**src/rtl/core/tcw_pkg.sv**
```systemverilog
package tcw_pkg;

    // cell and character constants
    localparam logic [15:0] BLANK_CELL = 16'h0120;
    localparam int          TAB_STOP   = 4;
    localparam logic [7:0]  CH_NL      = 8'h0A;
    localparam logic [7:0]  CH_CR      = 8'h0D;
    localparam logic [7:0]  CH_TAB     = 8'h09;

    // request action codes
    localparam logic [1:0] ACT_PUT   = 2'd0;
    localparam logic [1:0] ACT_CLEAR = 2'd1;
    localparam logic [1:0] ACT_READ  = 2'd2;

    typedef enum logic [2:0] {
        S_INIT,
        S_IDLE,
        S_EXEC,
        S_SCR_RD,
        S_SCR_WR,
        S_SCR_BLK,
        S_CLR,
        S_DONE
    } state_t;

    typedef enum logic [2:0] {
        MEM_NONE,
        MEM_RD_REQ,
        MEM_PUT,
        MEM_SCR_RD,
        MEM_SCR_WR,
        MEM_BLANK
    } mem_op_t;

    typedef struct packed {
        logic    req_load;
        logic    cur_step;
        logic    cur_home;
        logic    ptr_clear;
        logic    ptr_inc;
        mem_op_t mem_op;
        logic    out_load;
    } cmd_t;

    typedef struct packed {
        logic [1:0] action;
        logic       is_glyph;
        logic       needs_scroll;
        logic       copy_end;
        logic       fill_end;
        logic       out_free;
    } status_t;

endpackage

```
**src/rtl/core/tcw_ctrl.sv**
```systemverilog
module tcw_ctrl
    import tcw_pkg::*;
(
    input  logic    clk,
    input  logic    rst_n,
    input  logic    in_valid,
    output logic    in_ready,
    input  status_t status,
    output cmd_t    cmd
);

    state_t state_reg;
    state_t state_next;

    always_ff @(posedge clk or negedge rst_n)
    begin
        if (!rst_n)
        begin
            state_reg <= S_INIT;
        end
        else
        begin
            state_reg <= state_next;
        end
    end

    always_comb
    begin
        state_next = state_reg;
        in_ready   = 1'b0;
        cmd        = '0;
        cmd.mem_op = MEM_NONE;
        case (state_reg)
            S_INIT:
            begin
                // power-up blanking pass
                cmd.mem_op  = MEM_BLANK;
                cmd.ptr_inc = 1'b1;
                if (status.fill_end)
                begin
                    state_next = S_IDLE;
                end
            end
            S_IDLE:
            begin
                in_ready = 1'b1;
                if (in_valid)
                begin
                    cmd.req_load = 1'b1;
                    cmd.mem_op   = MEM_RD_REQ;
                    state_next   = S_EXEC;
                end
            end
            S_EXEC:
            begin
                case (status.action)
                    ACT_PUT:
                    begin
                        cmd.cur_step = 1'b1;
                        if (status.is_glyph)
                        begin
                            cmd.mem_op = MEM_PUT;
                        end
                        if (status.needs_scroll)
                        begin
                            cmd.ptr_clear = 1'b1;
                            state_next    = S_SCR_RD;
                        end
                        else if (status.out_free)
                        begin
                            cmd.out_load = 1'b1;
                            state_next   = S_IDLE;
                        end
                        else
                        begin
                            state_next = S_DONE;
                        end
                    end
                    ACT_CLEAR:
                    begin
                        cmd.cur_home  = 1'b1;
                        cmd.ptr_clear = 1'b1;
                        state_next    = S_CLR;
                    end
                    default:
                    begin
                        // read and the unused code: result is ready now
                        if (status.out_free)
                        begin
                            cmd.out_load = 1'b1;
                            state_next   = S_IDLE;
                        end
                        else
                        begin
                            state_next = S_DONE;
                        end
                    end
                endcase
            end
            S_SCR_RD:
            begin
                cmd.mem_op = MEM_SCR_RD;
                state_next = S_SCR_WR;
            end
            S_SCR_WR:
            begin
                cmd.mem_op  = MEM_SCR_WR;
                cmd.ptr_inc = 1'b1;
                state_next  = status.copy_end ? S_SCR_BLK : S_SCR_RD;
            end
            S_SCR_BLK:
            begin
                cmd.mem_op  = MEM_BLANK;
                cmd.ptr_inc = 1'b1;
                if (status.fill_end)
                begin
                    state_next = S_DONE;
                end
            end
            S_CLR:
            begin
                cmd.mem_op  = MEM_BLANK;
                cmd.ptr_inc = 1'b1;
                if (status.fill_end)
                begin
                    state_next = S_DONE;
                end
            end
            S_DONE:
            begin
                if (status.out_free)
                begin
                    cmd.out_load = 1'b1;
                    state_next   = S_IDLE;
                end
            end
            default:
            begin
                state_next = S_INIT;
            end
        endcase
    end

endmodule

```
**config.mk**
```make
export PLATFORM = sky130hd
export DESIGN_NAME = tcw_ctrl
export DESIGN_NICKNAME = d
export VERILOG_FILES = /design/src/rtl/core/tcw_pkg.sv /design/src/rtl/core/tcw_ctrl.sv
export SDC_FILE = /design/constraint.sdc
export NUM_CORES = 1
export LEC_CHECK = 0
export BUFFER_PORTS_ARGS = -buffer_cell sky130_fd_sc_hd__buf_2
export CELL_PAD_IN_SITES_DETAIL_PLACEMENT = 1
export CELL_PAD_IN_SITES_GLOBAL_PLACEMENT = 2
export CORE_MARGIN = 1
export CORE_UTILIZATION = 24
export CTS_BUF_LIST = sky130_fd_sc_hd__clkbuf_8 sky130_fd_sc_hd__clkbuf_16
export CTS_CLUSTER_DIAMETER = 200
export DETAILED_ROUTE_END_ITERATION = 10
export MAX_ROUTING_LAYER = met4
export PLACE_DENSITY_LB_ADDON = 0.1
export SKIP_CTS_REPAIR_TIMING = 1
export SLEW_MARGIN = 20
export SYNTH_ARGS = -nofsm -noshare
export SYNTH_HDL_FRONTEND = slang
export SYNTH_SLANG_ARGS = --single-unit
```
**constraint.sdc**
```tcl
create_clock -name clk -period 3.1 [get_ports clk]
set_input_delay 0.465 -clock clk [delete_from_list [all_inputs] [get_ports clk]]
set_output_delay 0.465 -clock clk [all_outputs]
set_load 0.05 [all_outputs]
```
Yosys cells after proc, flatten, opt, wreduce, memory -nomap -nowiden
Cells that the tools add are included.
- input bits: 10
- register bits after elaboration: 3
- output and inout bits: 10
- logic and storage cells: 45
- reductions and logical operators: 6
- equality and inequality tests: 12
- multiplexer cells: 26
- operator list (operator ; count):
    3-bit two-way mux ; 8
    3-bit case mux with 7 select lines ; 1
    3-bit case mux with 5 select lines ; 1
    3-bit equality test, second input constant ; 4
    1-bit two-way mux ; 10
    3-bit by 2-bit equality test with 1-bit output, second input constant ; 2
    2-bit inequality test, second input constant ; 3
    1-bit case mux with 2 select lines ; 3
    3-bit case mux with 2 select lines ; 1
    2-bit two-way mux ; 2
    4-bit AND reduction ; 1
    4-bit OR reduction ; 1
    3-bit by 1-bit equality test with 1-bit output, second input constant ; 1
    3-bit logical NOT ; 1
    3-bit OR reduction ; 1
    2-bit by 1-bit equality test with 1-bit output, second input constant ; 1
    2-bit logical NOT ; 1
    2-bit by 1-bit inequality test with 1-bit output, second input constant ; 1
    2-bit OR reduction ; 1

Depth between registers and ports, before layout
- depth in word-level cells: 4
- depth in mapped cells: 5
- gate-level depth less buffers: 4

Worst setup path after synthesis
No wires, ideal clock.
- kind: reg2out
- start point: register state_reg[2]
- end point: output port cmd[1] (netlist bit)
- path slack: 0.247 ns
- required time: 2.635 ns
- buffers on the path: 1
- data arrival time: 2.388 ns
- cell stages (with the launch flop): 6
- cells stage by stage: dfrtp_1 > buf_6 > inv_1 > fa_1 > a21oi_1 > o32ai_1
- RTL lines (item ; RTL line ; RTL):
    start: declaration ; tcw_ctrl.sv:12 ; state_t state_reg;
    start signal: assignment ; tcw_ctrl.sv:23 ; state_reg <= state_next;
    end: declaration ; tcw_ctrl.sv:9 ; output cmd_t cmd

==> flow_metrics.env <==
export IMPL_outcome="finished clean"
export IMPL_stdcell_area_um2=534
export IMPL_place_port_buffers=19
export IMPL_slew_viol_final=0
export IMPL_numCtsBuffers=3
export IMPL_final_period_utilization_pct=82.6
export IMPL_grt_first_pass_wirelength_um=1770
export IMPL_mappedNetlistNets=63
export IMPL_crit_arrival_ns=2.10
export IMPL_drtIter0Drc=2
export IMPL_yosys_warnings=0
export IMPL_timing_reg2reg_worst_path_depth=3
export IMPL_gp_congestion=0.691
export IMPL_start_util_pct=26.5
export IMPL_detailedPlacementHpwl_um=862
export IMPL_setup_ws_ns=0.539
export IMPL_largest_cells_by_area_after_synthesis="sky130_fd_sc_hd__dfrtp_1 (18%), sky130_fd_sc_hd__buf_6 (8.3%), sky130_fd_sc_hd__inv_1 (6.4%)"
export IMPL_groute_usage_overall_pct=12.8
export IMPL_sequential_share_of_the_synthesized_area_pct=18.4
export IMPL_timing_critical_path_from="state_reg[2]$_DFFE_PN0P_"
export IMPL_grt_antenna_before_repair=0
export IMPL_ctsRootBufferMaster="sky130_fd_sc_hd__clkbuf_8"
export IMPL_worst_skew_pair_late_latency_ns=0.22
export IMPL_proportion_of_layout_cells_with_a_drive_suffix_above_1_pct=40.3
export IMPL_sequential_cell_area_um2=75.1
export IMPL_synthToLayoutAreaGrowth_pct=31.0
export IMPL_synth_largest_area_cell="sky130_fd_sc_hd__dfrtp_1"
export IMPL_drt_drc_violations_left=0
export IMPL_timing_hold_worst_class="in2async"
export IMPL_synth_flop_cell="sky130_fd_sc_hd__dfrtp_1"
export IMPL_total_via_count_in_the_routed_design=440
export IMPL_largest_register_ffs=3
export IMPL_wire_per_inst_um=12.6
export IMPL_path_clk_slew_ns=0.03
export IMPL_finalSetupViolations=0
export IMPL_ys_top_cells_by_count="sky130_fd_sc_hd__inv_1 (7), sky130_fd_sc_hd__a21oi_1 (5), sky130_fd_sc_hd__nor2_1 (4)"
export IMPL_grt_max_degree=14
export IMPL_multiInputGateArea_um2=269
export IMPL_rsz0062_at_grt="no"
export IMPL_yosysTopAreaCellShare_pct=18.4
export IMPL_antenna_cells=0
export IMPL_grt_overflow_total=0
export IMPL_regToRegSetupSlack_ns=1.80
export IMPL_rows=14
export IMPL_postSynth_asyncResetShare_pct=100
export IMPL_setup_worst_path_start_class="register"
export IMPL_post_drt_via_cell_ratio=5.00
export IMPL_critPathMaxFanout=13
export IMPL_timing_worst_slew_pin_value_ns=0.543
export IMPL_yosysMostFrequentCell="sky130_fd_sc_hd__inv_1"
export IMPL_pin_count=20
export IMPL_clock_path_buffers=2
export IMPL_drt_wl_total_um=1110
export IMPL_clock_sinks=3
export IMPL_fmax_mhz=390
export IMPL_tritoncts="yes"
export IMPL_placement_setup_worst_slack_ns=0.759
export IMPL_post_synth_instance_area_um2=408
export IMPL_first_global_vias=403
export IMPL_cts_htree_levels=1
export IMPL_floorplan_die_area_um2=1870
export IMPL_drt_antenna_violating_nets=0
export IMPL_synth_area_per_cell_um2=7.84
export IMPL_worst_setup_path_type="reg2out"
export IMPL_critical_path_reg2reg_endpoint="state_reg[1]$_DFFE_PN0P_"
export IMPL_final_net_count=84
export IMPL_finalCriticalPeriod_ns=2.56
export IMPL_rr_startpoint="state_reg[0]$_DFFE_PN0P_"
export IMPL_die_h_um=43.2
export IMPL_postSynthRegisterBits=3
export IMPL_drv_cap=0
export IMPL_hold_viol=0
export IMPL_instance_count_of_the_mapped_netlist=52
export IMPL_core_area_um2=1540
export IMPL_placed_cell_area_um2=489
export IMPL_synth_enable_flop_cells=0
export IMPL_finalSetupTns_ns=0
export IMPL_fillerInstances=198
export IMPL_die_width_um=43.2
export IMPL_detail_route_first_pass_iterations=3
export IMPL_endpoint="cmd[1]"
export IMPL_skew_ns=0.00296
export IMPL_cp_end_kind="output port"
export IMPL_worst_ep_required_time_ns=2.63
export IMPL_post_synth_num_cell_types=26
export IMPL_max_slew_margin_rel_pct=63.8
[how the worst min path moves through the flow]
stage          start                  endpoint  slack [ns]  cells after the start
2_1_floorplan  rst_n  state_reg[0]$_DFFE_PN0P_        0.17                      0
3_3_place_gp   rst_n  state_reg[1]$_DFFE_PN0P_        0.26                      1
3_5_place_dp   rst_n  state_reg[2]$_DFFE_PN0P_        0.26                      1
4_1_cts        rst_n  state_reg[2]$_DFFE_PN0P_        0.03                      1
5_1_grt        rst_n  state_reg[2]$_DFFE_PN0P_        0.03                      1
6_report       rst_n  state_reg[2]$_DFFE_PN0P_        0.03                      1
[routing by layer]
layer,global-route usage (%),routed length [um],vias to the layer above
li1,-,-,222
met1,16.5,499,199
met2,19.4,525,16
met3,2.55,61,3
met4,5.45,20,0
met5,-,0,-
[layout by cell type (no fill, tap or decap)]
cell type,n
sky130_fd_sc_hd__and3_1,1
sky130_fd_sc_hd__nand2_1,3
sky130_fd_sc_hd__o21ai_1,2
sky130_fd_sc_hd__nor2_2,1
sky130_fd_sc_hd__nand3_1,1
sky130_fd_sc_hd__o31ai_1,3
sky130_fd_sc_hd__inv_2,1
sky130_fd_sc_hd__nor2_1,4
sky130_fd_sc_hd__nor4b_4,1
sky130_fd_sc_hd__buf_2,19
sky130_fd_sc_hd__dfrtp_1,3
sky130_fd_sc_hd__a21o_1,1
sky130_fd_sc_hd__o32ai_1,1
sky130_fd_sc_hd__nand2b_1,2
sky130_fd_sc_hd__and2_1,1
sky130_fd_sc_hd__a31oi_1,1
sky130_fd_sc_hd__fa_1,1
sky130_fd_sc_hd__o2bb2ai_1,1
sky130_fd_sc_hd__a21boi_1,1
sky130_fd_sc_hd__nor3_1,3
sky130_fd_sc_hd__inv_1,8
sky130_fd_sc_hd__or2_0,1
sky130_fd_sc_hd__o2bb2ai_2,1
sky130_fd_sc_hd__o21ai_2,2
sky130_fd_sc_hd__a211oi_2,1
sky130_fd_sc_hd__clkbuf_8,3
sky130_fd_sc_hd__a21oi_1,5
[cell families (layout without fill, tap and decap cells)]
group                    after synthesis  count (layout)  synth area share, %
AO/OA/AOI/OAI                         19              19                 34.7
buffers and inverters                 11              31                 15.6
AND/OR/NAND/NOR                       18              18                 26.4
adder cells (fa/ha/maj)                1               1                 4.91
flip-flops                             3               3                 18.4
[critical path, cell delays in order, from the launching register on]
cell and delay (ns):
sky130_fd_sc_hd__dfrtp_1 0.61, sky130_fd_sc_hd__inv_1 0.13, sky130_fd_sc_hd__fa_1 0.53, sky130_fd_sc_hd__a21oi_1 0.05
sky130_fd_sc_hd__o32ai_1 0.26, sky130_fd_sc_hd__buf_2 0.31
[final cells by class]
class	count	share of cell area, %
clock buffer	3	7.73
clock inverter	1	0.703
inverter	8	5.62
multi-input combinational	38	50.4
sequential	3	14.1
tap	16	3.75
timing repair buffer	19	17.8
[metrics by stage]
step / std cells / hold WS, ns / utilization [%]
3_3_place_gp: 84 / 0.262 / 31.7
4_1_cts: 88 / 0.0308 / 34.7
2_1_floorplan: 52 / 0.169 / -
5_1_grt: 88 / 0.0312 / 34.7
3_5_place_dp: 84 / 0.262 / 31.7
6_report: 88 / 0.0314 / 34.7
Power is not shown: default switching activity piles up to over one toggle a cycle in this logic, so the estimate is an artifact.
